### src/rtl/pptr_ram.sv
module pptr_ram #(
   parameter int WIDTH = 32,
   parameter int DEPTH = 64,
   localparam int ADDR_W = (DEPTH > 1) ? $clog2(DEPTH) : 1
) (
   input  logic                     clock,
   input  logic                     wr_en,
   input  logic [ADDR_W-1:0]        wr_addr,
   input  logic [WIDTH-1:0]         wr_data,
   input  logic                     rd_en,
   input  logic [ADDR_W-1:0]        rd_addr,
   output logic [WIDTH-1:0]         rd_data
);
   logic [WIDTH-1:0] mem_ff [DEPTH];
   logic [WIDTH-1:0] rd_data_ff;

   always_ff @(posedge clock) begin
      if (wr_en) begin
         mem_ff[wr_addr] <= wr_data;
      end
      if (rd_en) begin
         rd_data_ff <= mem_ff[rd_addr];
      end
   end

   assign rd_data = rd_data_ff;
endmodule

### config.mk
export PLATFORM = sky130hd
export DESIGN_NAME = pptr_ram
export DESIGN_NICKNAME = d
export VERILOG_FILES = /design/src/rtl/pptr_ram.sv
export SDC_FILE = /design/constraint.sdc
export NUM_CORES = 2
export LEC_CHECK = 0
export CORE_ASPECT_RATIO = 1.25
export CORE_MARGIN = 2
export CORE_UTILIZATION = 50
export DETAILED_ROUTE_END_ITERATION = 7
export DONT_BUFFER_PORTS = 1
export PLACE_DENSITY_LB_ADDON = 0.12
export SKIP_LAST_GASP = 1
export SYNTH_ARGS = -nofsm -noshare
export SYNTH_HDL_FRONTEND = slang
export SYNTH_SLANG_ARGS = --single-unit
export TNS_END_PERCENT = 5
### constraint.sdc
create_clock -name clock -period 5.45 [get_ports clock]
set_clock_uncertainty 0.1 [all_clocks]
set_input_delay 0.2725 -clock clock [delete_from_list [all_inputs] [get_ports clock]]
set_output_delay 0.2725 -clock clock [all_outputs]
set_load 0.05 [all_outputs]
---- Yosys cells after proc, flatten, opt, wreduce, memory -nomap -nowiden ----
Memory sizes are Yosys's and may differ from the RTL's. A register that Yosys moved wholly into a read port is not among the register bits.
Index checks and enable logic that the tools add are counted.
storage, ports and cells
  register bits ........................... 0
  bits in writable memories ............... 2048
  input port bits ......................... 47
  output and inout port bits .............. 32
  word-level logic and storage cells ...... 3
  memories ................................ 1
operators by class
  multiplexer cells ....................... 2
memories
  memory  depth  width  read ports  clocked after memory_dff  wr ports  line  source
  mem_ff  64     32     1           1                         1         14    logic [WIDTH-1:0] mem_ff [DEPTH];
operators by type and width
  cell    count
  $mux 1  2

---- Logic depth before layout (Yosys ltp) ----
  word-level depth ........................ 2
  gate-level depth with buffers ........... 10
  gate-level depth less buffers ........... 5

---- Worst setup path before layout ----
OpenSTA, ideal clock, no wires.
  path type ............................... input-to-reg
  from .................................... in wr_addr[3]
  to ...................................... mem mem_ff[48][0], enable pin
  setup time .............................. 461 ps
  arrival ................................. 2971 ps
  data required time ...................... 4889 ps
  setup slack ............................. 1918 ps
  stages on the path ...................... 4
  buffers on the path ..................... 1
  cells stage by stage .................... clkbuf_1 -> nor2b_1 -> nand4b_1 -> nor3_1
RTL lines
  what         line  source
  from (decl)  8     input logic [ADDR_W-1:0] wr_addr,
  to (decl)    14
No word-level cell before the write port.

==> flow_metrics.env <==
export IMPL_r2r_setup_slack_ns=2.74
export IMPL_max_freq_ghz=0.224
export IMPL_areaGrowthSynthToFinish_pct=13.1
export IMPL_cp_start_kind="input pin"
export IMPL_power_frac_clock=0.406
export IMPL_postSynthCellCount=3324
export IMPL_sw_frac_of_total=0.210
export IMPL_yosys_area_top_type_share=0.792
export IMPL_tritoncts="yes"
export IMPL_drc_errors=0
export IMPL_fin_util=0.570
export IMPL_dr_first_iter_drc_count=4706
export IMPL_die_area_um2=161000
export IMPL_tns_ns=0
export IMPL_rsz0062_at_grt="no"
export IMPL_p_seq_frac=0.546
export IMPL_grt_max_degree=514
export IMPL_setup_violations=0
export IMPL_clk_latency_ns=0.86
export IMPL_status="finished, final reports clean"
export IMPL_fp_dieH_um=448
export IMPL_yosysSeqAreaShare=0.792
export IMPL_grt_overflow_total=0
export IMPL_path_common_cell="buf_16"
export IMPL_io_buffers=0
export IMPL_synth_nets=3371
export IMPL_relSlewSlack=0.0148
export IMPL_endpoint="rd_data[1]"
export IMPL_dr_wl_met2_um=102000
export IMPL_yosys_top_cells_area="edfxtp_1, mux4_2, mux2i_1"
export IMPL_p_leak_uw=0.0274
export IMPL_yosysWarningCount=0
export IMPL_routedWlPerCell_um=35.7
export IMPL_end_kind="flop"
export IMPL_finalHoldViolCount=0
export IMPL_cp_cell_sequence="buf_16, buf_16, buf_16, mux4_2, mux4_2, o22ai_1, nor2_1"
export IMPL_dr_wl_met3_um=17300
export IMPL_core_region_area_um2=156000
export IMPL_dp_hpwl_um=109000
export IMPL_synth_seq_cells=2080
export IMPL_clk_pin_slew_ns=0.06
export IMPL_cts_resized=0
export IMPL_crit_start="rd_addr[0]"
export IMPL_syn_area_per_cell_um2=23.7
export IMPL_drt_total_wl_um=204000
export IMPL_vias_per_cell=6.37
export IMPL_power_density_nw_per_um2=368
export IMPL_finalNonFillerCells=5699
export IMPL_cts_max_path_buffers=3
export IMPL_vias=36309
export IMPL_io_pins=79
export IMPL_nets=3529
export IMPL_crit_arrival_ns=4.93
export IMPL_ctsHtreeMaxLevel=4
export IMPL_worstRegToRegCells=4
export IMPL_fill_cells=11205
export IMPL_die_x_um=359
export IMPL_place_inst=5246
export IMPL_required_ns=5.91
export IMPL_reg2reg_from="mem_ff[43][31]"
export IMPL_firstDrtPassIters=5
export IMPL_rows=162
export IMPL_switching_power_uw=6900
export IMPL_grt_first_pass_wirelength_um=285000
export IMPL_antenna_found_initial=10
export IMPL_initial_core_util=0.504
export IMPL_layout_drive_gt1_share=0.268
export IMPL_grt_use_total=0.256
export IMPL_crit_slowest_cell="buf_16"
export IMPL_gp_congestion=0.968
export IMPL_maxUsedRoutingLayer="met4"
export IMPL_synth_cell_type_count=33
export IMPL_drv_slew=0
export IMPL_antenna_left=0
export IMPL_synth_top_cell_by_area="edfxtp_1"
export IMPL_hold_slack_ns=0.0500
export IMPL_min_period_ns=4.47
export IMPL_maxCapViolations=0
export IMPL_met1Wirelength_um=76900
export IMPL_numClockSinks=2080
export IMPL_critPathMaxStageDelay_ns=0.91
export IMPL_worst_hold_path_type="input pin to flop"
export IMPL_grt_pass1_vias=37092
export IMPL_syn_area_um2=78800
export IMPL_cts_made_buffers=198
export IMPL_combPwrFrac=0.048
export IMPL_cts_root_buf="clkbuf_16"
export IMPL_tightest_slew_ns=1.47
export IMPL_crit_fanout=182
export IMPL_p_int_uw=25900
export IMPL_irDropWorstVdd_mv=0.333
export IMPL_critPathKind="input pin to flop"
export IMPL_worstReg2RegEnd="rd_data[31]"
export IMPL_finalCritPeriodShare=0.821
synthesized netlist by cell type, drive strengths merged:
| master | instances |
|---|---|
| nand2 | 26 |
| nor3 | 7 |
| or2 | 3 |
| o221ai | 27 |
| nand3b | 5 |
| a21oi | 62 |
| or3 | 3 |
| nand4 | 2 |
| nor2 | 137 |
| nand4b | 1 |
| nand2b | 8 |
| nor2b | 15 |
| edfxtp | 2080 |
| a41o | 4 |
| a22oi | 12 |
| and2 | 2 |
| buf | 108 |
| a31oi | 1 |
| o32ai | 4 |
| and3 | 4 |
| a311oi | 8 |
| nand3 | 5 |
| clkbuf | 74 |
| mux4 | 544 |
| mux2i | 93 |
| or3b | 5 |
| o22ai | 84 |
per-layer routing:
layer / global-route usage / up-vias
met5: 0 / -
met4: 0.0912 / 0
met3: 0.0543 / 315
met2: 0.427 / 1563
met1: 0.337 / 19801
li1: - / 14630
critical path, delay by kind of cell:
kind / cells / cell delay (ns)
AOI/OAI and AO/OA: 1 / 0.64
buffers and inverters: 3 / 2.25
muxes: 2 / 1.22
and+or+nand+nor: 1 / 0.11
cells by family after synthesis:
kind of cell,after synthesis,share of synthesized area
buf+inv,182,0.0112
flops,2080,0.792
mux,637,0.167
compound gates,202,0.0167
simple gates,223,0.0126
worst min path at each step:
| stage | cells after the start | end | slack [ns] | start |
|---|---|---|---|---|
| floorplan | 0 | mem_ff[0][0] | 0.27 | wr_data[0] |
| global placement | 0 | mem_ff[54][5] | 0.28 | wr_data[5] |
| detailed placement | 0 | mem_ff[54][5] | 0.28 | wr_data[5] |
| CTS | 4 | rd_data[29] | 0.0008 | rd_addr[1] |
| global route | 3 | rd_data[25] | 0.002 | rd_addr[2] |
| finish | 3 | rd_data[25] | 0.05 | rd_addr[2] |
layout make-up:
type                    count  area (µm²)  area share
multi-input cells        1062       16000       0.179
clock inverters           109         977      0.0110
well taps                2050        2560      0.0288
repair buffers            140        1920      0.0216
diodes                      7        17.5    0.000196
flip-flops and latches   2080       62500       0.701
clock buffers             251        5240      0.0588
layout by cell type (no fill, tap or decap), types with 5 or more instances in the layout:
master	synthesis	routed
o22ai_1	84	84
nand2b_1	8	8
a22oi_1	12	12
buf_4	25	54
nand3b_1	5	5
a311oi_1	8	8
inv_6	0	5
bufinv_16	0	16
clkinv_1	0	40
mux2i_1	93	93
dlygate4sd3_1	0	47
edfxtp_1	2080	2080
nand3_1	5	5
buf_16	0	35
nor2_1	137	75
nor3_1	7	5
nor2_4	0	62
clkinv_2	0	39
a21oi_1	62	62
o221ai_1	27	27
clkbuf_1	74	49
nor2b_1	15	15
diode_2	0	7
nand2_1	26	26
mux4_2	544	544
clkbuf_16	0	203
repair_timing:
| action | 4_1_cts | 5_1_grt |
|---|---|---|
| setup endpoints to repair | 0 | 1 |
| buffers inserted | 0 | 0 |
| hold buffers | 81 | 1 |
| endpoints found under the hold margin | 2183 | 1 |
power groups by stage:
stage	logic, µW	clock network (µW)	registers (µW)
floorplan	862	0	18200
global placement	1010	0	18200
detailed placement	1010	0	18200
CTS	1440	13500	17900
global route	1640	14100	17900
finish	1570	13300	17900
through the flow:
stage / area (µm²) / total power, µW / worst slack (ns)
final: 89100 / 32800 / 0.978
after global placement: 81400 / 19200 / 2.04
after floorplan: 78800 / 19100 / 1.92
after detailed placement: 81400 / 19300 / 2.02
after CTS: 89000 / 32900 / 2.91
after global routing: 89100 / 33700 / 0.439
flip-flops by register name, summed over array words and instances (netlist names):
name and cells:
mem_ff 2048, rd_data 32
(Power assumes the default switching activity.)
