==> config.mk <==
export PLATFORM = sky130hd
export DESIGN_NAME = pptr_out
export DESIGN_NICKNAME = d
export VERILOG_FILES = /design/src/rtl/pptr_pkg.sv /design/src/rtl/pptr_out.sv
export SDC_FILE = /design/constraint.sdc
export NUM_CORES = 1
export LEC_CHECK = 0
export BUFFER_PORTS_ARGS = -buffer_cell sky130_fd_sc_hd__buf_2
export CAP_MARGIN = 25
export CORE_AREA = 2 2 254 256
export CTS_BUF_LIST = sky130_fd_sc_hd__clkbuf_4 sky130_fd_sc_hd__clkbuf_8
export CTS_CLUSTER_SIZE = 14
export DETAILED_ROUTE_END_ITERATION = 12
export DIE_AREA = 0 0 256 258
export GPL_ROUTABILITY_DRIVEN = 0
export PLACE_DENSITY = 0.4
export SKIP_LAST_GASP = 1
export SYNTH_ARGS = -nofsm -noshare
export SYNTH_HDL_FRONTEND = slang
export SYNTH_SLANG_ARGS = --single-unit
==> constraint.sdc <==
create_clock -name clock -period 10.8 [get_ports clock]
set_clock_uncertainty 0.15 [all_clocks]
set_input_delay 1.08 -clock clock [delete_from_list [all_inputs] [get_ports clock]]
set_output_delay 1.08 -clock clock [all_outputs]
set_load 0.02 [all_outputs]
==> src/rtl/pptr_pkg.sv <==
package pptr_pkg;

   localparam int AXES            = 3;
   localparam int ORDERS          = 3;
   localparam int COEF_W          = 32;
   localparam int TIME_W          = 24;
   localparam int ACC_W           = 40;
   localparam int SUM_W           = 50;
   localparam int MAX_SEGMENTS_DEF = 64;
   localparam int COEFFS_DEF      = 6;

   localparam logic CMD_WRITE = 1'b0;
   localparam logic CMD_EVAL  = 1'b1;

   localparam logic signed [SUM_W-1:0] WIDE_HI = 50'sd549755813887;
   localparam logic signed [SUM_W-1:0] WIDE_LO = -50'sd549755813888;
   localparam logic signed [ACC_W-1:0] NARROW_HI = 40'sd2147483647;
   localparam logic signed [ACC_W-1:0] NARROW_LO = -40'sd2147483648;

   typedef struct packed {
      logic zero;
      logic ovf;
   } ctl_type;

   // derivative factor of coefficient j for result order o
   function automatic int deriv_factor(input int j, input int o);
      int f;
      f = 1;
      if (o >= 1) f = f * j;
      if (o >= 2) f = f * (j - 1);
      return f;
   endfunction

endpackage

==> src/rtl/pptr_out.sv <==
module pptr_out (
   input  logic              clock,
   input  logic              reset,
   input  logic              in_valid,
   output logic              in_ready,
   input  pptr_pkg::ctl_type in_ctl,
   input  logic signed [pptr_pkg::ACC_W-1:0] in_acc [pptr_pkg::ORDERS][pptr_pkg::AXES],
   output logic              out_valid,
   input  logic              out_ready,
   output logic signed [31:0] out_res [pptr_pkg::ORDERS][pptr_pkg::AXES],
   output logic              out_ovf
);
   logic              valid_ff;
   logic              ovf_ff, ovf_in;
   logic signed [31:0] res_ff [pptr_pkg::ORDERS][pptr_pkg::AXES];
   logic signed [31:0] res_in [pptr_pkg::ORDERS][pptr_pkg::AXES];
   logic [pptr_pkg::ORDERS-1:0][pptr_pkg::AXES-1:0] sat;

   always_comb begin
      for (int o = 0; o < pptr_pkg::ORDERS; o++) begin
         for (int a = 0; a < pptr_pkg::AXES; a++) begin
            sat[o][a] = (in_acc[o][a] > pptr_pkg::NARROW_HI)
                     || (in_acc[o][a] < pptr_pkg::NARROW_LO);
            if (in_ctl.zero) begin
               res_in[o][a] = '0;
            end else if (in_acc[o][a] > pptr_pkg::NARROW_HI) begin
               res_in[o][a] = pptr_pkg::NARROW_HI[31:0];
            end else if (in_acc[o][a] < pptr_pkg::NARROW_LO) begin
               res_in[o][a] = pptr_pkg::NARROW_LO[31:0];
            end else begin
               res_in[o][a] = in_acc[o][a][31:0];
            end
         end
      end
      // out of range segment gives all zero fields
      ovf_in = !in_ctl.zero && (in_ctl.ovf || (|sat));
   end

   assign in_ready = !valid_ff || out_ready;

   always_ff @(posedge clock) begin
      if (reset) begin
         valid_ff <= 1'b0;
      end else if (in_ready) begin
         valid_ff <= in_valid;
      end
   end

   always_ff @(posedge clock) begin
      if (in_ready) begin
         res_ff <= res_in;
         ovf_ff <= ovf_in;
      end
   end

   assign out_valid = valid_ff;
   assign out_res   = res_ff;
   assign out_ovf   = ovf_ff;
endmodule

Word level (Yosys, flattened, before mapping)
Index checks and enable logic that the tools add are counted.
{ "totals": {"romBits": 0, "register_bits": 290, "ram_bits": 0, "word_cells": 80, "n_memories": 0, "latchBits": 0, "output_inout_bits": 291} }
{ "op_classes": {"div": 0, "n_eq_ne": 0, "mul": 0, "n_reduce_logical": 24, "n_shift": 0, "muxes": 18, "order_cmp": 18, "bitwise": 0, "add_sub_neg": 0} }
{ "op_table": {"columns": ["operator", "n"], "rows": [
  ["greater-than comparator 40 x 32 -> 1 bit (second input constant)", 9],
  ["less-than comparator 40 x 32 -> 1 bit (second input constant)", 9],
  ["two-way mux 32 bit", 9],
  ["two-way mux 31 bit", 9],
  ["OR reduction 2 bit", 9],
  ["logical OR 1 bit", 11],
  ["OR reduction 9 bit", 1],
  ["logical NOT 1 bit", 2],
  ["logical AND 1 bit", 1]
]} }

Logic depth before layout (Yosys ltp)
Gate-level depths: netlist of the first run.
{ "logic_depth": {"ltp_word": 5, "mapped_depth": 5, "ltp_nobuf": 5} }

Worst setup path after synthesis of the first run
OpenSTA, ideal clock, no wires.
{ "synth_path": {"kind": "input-to-output", "start": "in out_ready", "end": "out in_ready", "n_path_buf": 0, "t_arrival_ps": 8146, "stages": 1, "path_slack_ps": 1424, "cell_sequence": "nand2b_1"} }
{ "synth_between": {"elab_chain_cells": 1} }
{ "synth_rtl": {"columns": ["element", "line", "source"], "rows": [
  ["from (decl)", "pptr_out.sv:9", "input logic out_ready,"],
  ["logical OR 1 bit", "pptr_out.sv:39", "assign in_ready = !valid_ff || out_ready;"],
  ["to (decl)", "pptr_out.sv:5", "output logic in_ready,"]
]} }
Every way passes these cells.

Worst setup path after layout of the first run
Same ends and word-level chain as after synthesis.

==> flow_summary.yaml, run 1 <==
critical_path:
  timing.critical_path.from: "out_ready"
  crit_type: "input pin to primary output"
  path_max_fanout: 30
  critPathArrivalTime_ns: 1.94
  cp.required_ns: 9.57
  reg2reg_depth: 3
  r2r_slack_ns: 7.99
  rr_startpoint: "out_valid$_SDFFE_PP0P_"
  crit_path_end_kind: "primary output"
  timing.rr.end: "out_res[3]$_SDFFCE_PP0P_"
  critPathLaunchType: "input pin"
route:
  viasPerCell: 4.159
  vias: 10497
  ant_nets: 0
  wl_per_cell_um: 18.74
  drt_iter0_drc: 576
  drc: 0
  drt_pass1_iterations: 5
  wl_um: 47300
yosys:
  avgSynthCellArea_um2: 12.17
  ys_seq_elements: 290
  synthArstFlopShare: 0
  synthDistinctLibCells: 18
  synth_compound_area_frac: 0.1329
  ys_warn_count: 0
  yosysTopAreaCellShare: 0.7311
  synthTopCellsByArea: "edfxtp_1 (73%), a21oi_1 (11%), nor2_1 (7.9%)"
  synth.largest_area_cell: "edfxtp_1"
  synth_cells: 975
  synth-edff-count: 289
  yosysSeqAreaShare: 0.7328
  synthSimpleGateAreaFrac: 0.1074
  synth.mux.area_fraction: 0
  syn-num-nets: 1341
  syn_area_um2: 11870
  synthFlopType: "edfxtp_1"
  synthAdderAreaFrac: 0
  synth_top_family_by_area: "compound AO/OA/AOI/OAI gates"
  synth_xor_xnor_area_share: 0
power_and_ir_drop:
  p_per_area_nw_per_um2: 170.7
  peakVddDrop_v: 0.00007858
  power_w: 0.002958
  p_leak_nw: 7.693
clocking:
  clock_latency_ns: 0.60
  cts-resized-gates: 0
  clk_pin_slew_ns: 0.06
  tritoncts: "done"
  ctsHoldBuffers: 0
  root_buffer: "clkbuf_8"
  clock_path_buffers: 3
  cts_buffers: 55
  cts.sinks: 290
  post_cts.repair.setup_buffers: 0
  htree_levels: 2
place:
  dp_slack_ns: 6.749
  portBuffers: 656
  place_area_um2: 16190
  detailed_place_hpwl_um: 33960
die:
  die_w_um: 256
  num_io_pins: 657
  num_rows: 93
  core-area_um2: 63650
  die_h_um: 258
  dieArea_um2: 66050
  initial_utilization: 0.1865
timing:
  fin_setup_tns_ns: 0
  timing.fmax_mhz: 315.3
  fin_ws_ns: 7.629
  finalCriticalPeriod_ns: 3.171
  slew_viol_final: 0
  rsz0062_at_grt: "no"
  hold_violations: 0
  finalSetupViolations: 0
  slew_headroom: 0.3360
  worst_pin_slew_ns: 0.9937
  fin_crit_sh: 0.2936
global_routing:
  grt_max_degree: 96
  overflow: 0
  grt_pass1_wl_um: 68680
  antenna_found_initial: 15
  grt_pass1_vias: 10671
  grt_usage: 0.1366
cells_and_area:
  final_cell_area_um2: 17330
  utilization: 0.2723
  multi_input_area_um2: 2964
  synthToLayoutAreaGrowth_pct: 46.01
  layout_common_cells: "buf_2 (655), edfxtp_1 (289), nor2_1 (249), a21oi_1 (249), clkbuf_8 (61)"
  layout_commonest_cell: "buf_2"
  drive_gt1_frac: 0.4717
  nFillCells: 6902
  seq_area_um2: 8698
  nets: 1993
worst_hold_path:
  hold_start: "reset"
  hp-class: "input pin to flip-flop"
  worstHoldPathCells: 2
  holdPathEnd: "out_valid$_SDFFE_PP0P_"
flow_run:
  maxCapViolCount: 0
status:
  outcome: "complete, no violations"
cell type report:
class / count / area share
Clock inverter: 17 / 0.009385
Sequential cell: 290 / 0.5019
Clock buffer: 75 / 0.05414
Multi-Input combinational cell: 601 / 0.1710
Inverter: 1 / 0.0002166
Timing Repair Buffer: 678 / 0.2006
Antenna cell: 7 / 0.001011
Tap cell: 855 / 0.06172
logic make-up (layout without fill, tap and decap cells):
logic type	after synthesis	in the layout
simple gates	302	302
buf+inv	84	771
other cells	0	7
compound gates	299	299
flops	290	290
critical path, cell delays in order:
cell,delay (ns)
buf_2,0.08
nand2b_4,0.39
buf_2,0.36
cell usage after synthesis, types with 2 or more instances:
master / count
buf_2: 3
clkbuf_1: 80
nand4_1: 18
o21a_1: 32
edfxtp_1: 289
nor2_1: 250
nand2b_1: 2
a21oi_1: 258
o21ai_1: 8
nor2b_1: 9
nor4_1: 19
report_power, final:
group,total (W),internal [W],leakage [nW],switching [W]
logic,0.000467,0.000153,3.92,0.000313
registers,0.00137,0.00135,3.19,0.0000238
clock network,0.00112,0.000629,0.584,0.000489
total,0.00296,0.00213,7.69,0.000826
registers in the layout (all words and copies together) (netlist names):
register,count
out_res,288
out_valid,1
out_ovf,1
worst max path at each step:
stage / to / slack (ns) / depth (start not counted)
final: in_ready / 7.63 / 3
after global routing: in_ready / 7.57 / 3
after CTS: out_res[212]$_SDFFCE_PP0P_ / 7.45 / 4
after detailed placement: out_res[0]$_SDFFCE_PP0P_ / 6.75 / 4
after global placement: out_res[6]$_SDFFCE_PP0P_ / 6.81 / 4
after floorplan: in_ready / 1.42 / 1
per-stage QoR:
step,std cells,hold slack (ns)
2_1_floorplan,975,0.9991
3_5_place_dp,2424,0.7226
6_report,2524,0.4723
3_3_place_gp,2424,0.6881
4_1_cts,2516,0.3979
5_1_grt,2524,0.4154
routing by layer:
metal / wire [µm] / global-route usage / vias to the layer above
li1: - / - / 4866
met1: 18110 / 0.1547 / 5066
met2: 23710 / 0.2361 / 461
met3: 3855 / 0.04613 / 96
met4: 1573 / 0.05604 / 8
met5: 51 / 0 / -
Note: power is estimated with default switching activity, not from simulation.
==> run 2: changes to the inputs <==
ABC_AREA = 1   (was unset)
CORE_AREA = 2 2 256 258   (was 2 2 254 256)
DIE_AREA = 0 0 258 260   (was 0 0 256 258)
PLACE_DENSITY = 0.42   (was 0.4)
clock period = 2.55 ns   (was 10.8 ns; I/O delays follow)
==> flow_summary.yaml, run 2 <==
status:
  outcome: "complete, no violations"
global_routing:
  grt_pass1_vias: 12879
  antenna_found_initial: 3
  grt_pass1_wl_um: 76340
  overflow: 0
  grt_max_degree: 96
  grt_usage: 0.1478
timing:
  finalCriticalPeriod_ns: 2.269
  timing.fmax_mhz: 440.7
  finalSetupViolations: 0
  rsz0062_at_grt: "no"
  fin_ws_ns: 0.2811
  fin_crit_sh: 0.8898
  slew_headroom: 0.6832
  fin_setup_tns_ns: 0
  timing.hold.ws_ns: 0.05437
  worst_pin_slew_ns: 0.4749
  slew_viol_final: 0
  hold_violations: 0
critical_path:
  cp.required_ns: 2.14
  r2r_slack_ns: 0.63
  critPathLaunchType: "flip-flop"
  timing.rr.end: "out_valid$_SDFFE_PP0P_"
  reg2reg_depth: 4
  crit_path_end_kind: "primary output"
  path_max_fanout: 38
  crit_type: "flip-flop to primary output"
  rr_startpoint: "out_valid$_SDFFE_PP0P_"
  critPathArrivalTime_ns: 1.86
power_and_ir_drop:
  peakVddDrop_v: 0.0003275
  p_per_area_nw_per_um2: 619.7
  p_leak_nw: 9.776
  switchingPower_w: 0.003664
  p_int_w: 0.009469
  seq_power_share: 0.443
  swShare: 0.2790
  power_w: 0.01313
  p_comb_frac: 0.187
  power_frac_clock: 0.369
clocking:
  tritoncts: "done"
  root_buffer: "clkbuf_8"
  cts_buffers: 55
  clock_path_buffers: 3
  cts-resized-gates: 0
  htree_levels: 2
  clock_latency_ns: 0.62
  cts.sinks: 290
  clk_pin_slew_ns: 0.06
die:
  die_w_um: 258
  initial_utilization: 0.1931
  dieArea_um2: 67080
  num_rows: 93
  num_io_pins: 657
  die_h_um: 260
  core-area_um2: 64120
route:
  wl_per_cell_um: 17.24
  drc: 0
  drt_iter0_drc: 658
  viasPerCell: 4.087
  wl_um: 52230
  drt_pass1_iterations: 5
  vias: 12379
  ant_nets: 0
worst_hold_path:
  holdPathEnd: "out_res[31]$_SDFFCE_PP0P_"
  hold_start: "in_acc[39]"
  worstHoldPathCells: 3
  hp-class: "input pin to flip-flop"
cells_and_area:
  layout_commonest_cell: "buf_2"
  final_cell_area_um2: 21190
  seq_area_um2: 8698
  synthToLayoutAreaGrowth_pct: 71.19
  drive_gt1_frac: 0.3686
  multi_input_area_um2: 3100
  nets: 2493
  layout_common_cells: "buf_2 (655), nand2_1 (333), dlygate4sd3_1 (323), a21oi_1 (290), edfxtp_1 (289)"
  nFillCells: 6692
  largest_reg_flops: 288
yosys:
  synth.largest_area_cell: "edfxtp_1"
  yosysSeqAreaShare: 0.7026
  yosysTopAreaCellShare: 0.7010
  synthSimpleGateAreaFrac: 0.1263
  synth-edff-count: 289
  synthFlopType: "edfxtp_1"
  syn-num-nets: 1491
  syn_area_um2: 12380
  post-synth-top-count-cell: "nand2_1"
  ys_seq_elements: 290
  synth_top_family_by_area: "simple AND/OR/NAND/NOR gates"
  synthTopCellsByArea: "edfxtp_1 (70%), a21oi_1 (12%), nand2_1 (10%)"
  synth_compound_area_frac: 0.1213
  yosys-top-cells-count: "nand2_1 (334), a21oi_1 (290), edfxtp_1 (289)"
  ys_warn_count: 0
  synthAdderAreaFrac: 0
  synth.mux.area_fraction: 0
  synth_cells: 1125
  synth_xor_xnor_area_share: 0
  synthArstFlopShare: 0
  avgSynthCellArea_um2: 11.00
  synthDistinctLibCells: 15
flow_run:
  maxCapViolCount: 0
place:
  dp_slack_ns: 0.6003
  place_area_um2: 16810
  detailed_place_hpwl_um: 37640
  portBuffers: 656
-- run 2: power groups by stage --
stage / Combinational [W] / Sequential, W / Clock (W)
5_1_grt: 0.00266 / 0.00586 / 0.00523
3_5_place_dp: 0.00207 / 0.00592 / 0
4_1_cts: 0.00249 / 0.00583 / 0.00504
6_report: 0.00246 / 0.00582 / 0.00485
2_1_floorplan: 0.000518 / 0.00647 / 0
3_3_place_gp: 0.00207 / 0.00592 / 0
-- run 2: what timing repair did --
item / 4_1_cts / 5_1_grt
hold buffers: 323 / 0
setup buffers: 0 / 0
endpoints found under the hold margin: 289 / 0
-- run 2: cells by family (layout without fill, tap and decap cells) --
group                  count (synthesis)  in the layout
DFF                                  290            290
and+or+nand+nor                      411            411
buffers and inverters                129           1177
other                                  0              1
AOI/OAI and AO/OA                    295            295
-- run 2: final cells by class --
cell class / count / area share
clock inverter: 26 / 0.01033
antenna: 1 / 0.0001181
timing repair buffer: 1027 / 0.3302
inverter: 47 / 0.008324
sequential: 290 / 0.4104
multi-input combinational: 706 / 0.1463
tap: 855 / 0.05048
clock buffer: 77 / 0.04381
-- run 2: metal layers --
metal,up-vias,GRT usage,routed length [µm]
li1,5913,-,-
met1,5850,0.1725,20390
met2,513,0.2620,26470
met3,101,0.03821,3812
met4,2,0.05154,1550
met5,-,0,13
-- run 2: metrics by stage --
stage                     instances  utilization
after global placement         2602       0.2622
final                          3029       0.3305
after detailed placement       2602       0.2622
after floorplan                1125            -
after CTS                      3028       0.3305
after global routing           3029       0.3305
-- run 2: how the worst max path moves through the flow --
stage                                start                    endpoint  cells after the start
floorplan           out_valid$_SDFFE_PP0P_           out_ovf$_DFFE_PP_                      1
global placement               in_acc[354]  out_res[260]$_SDFFCE_PP0P_                      8
detailed placement             in_acc[354]  out_res[260]$_SDFFCE_PP0P_                      8
CTS                 out_valid$_SDFFE_PP0P_                    in_ready                      3
global route        out_valid$_SDFFE_PP0P_                    in_ready                      3
finish              out_valid$_SDFFE_PP0P_                    in_ready                      3
-- run 2: worst max-delay path, stage by stage, from the launching register on --
cell     delay, ns
dfxtp_1       0.36
nand2_8       0.33
buf_12        0.28
buf_2         0.21
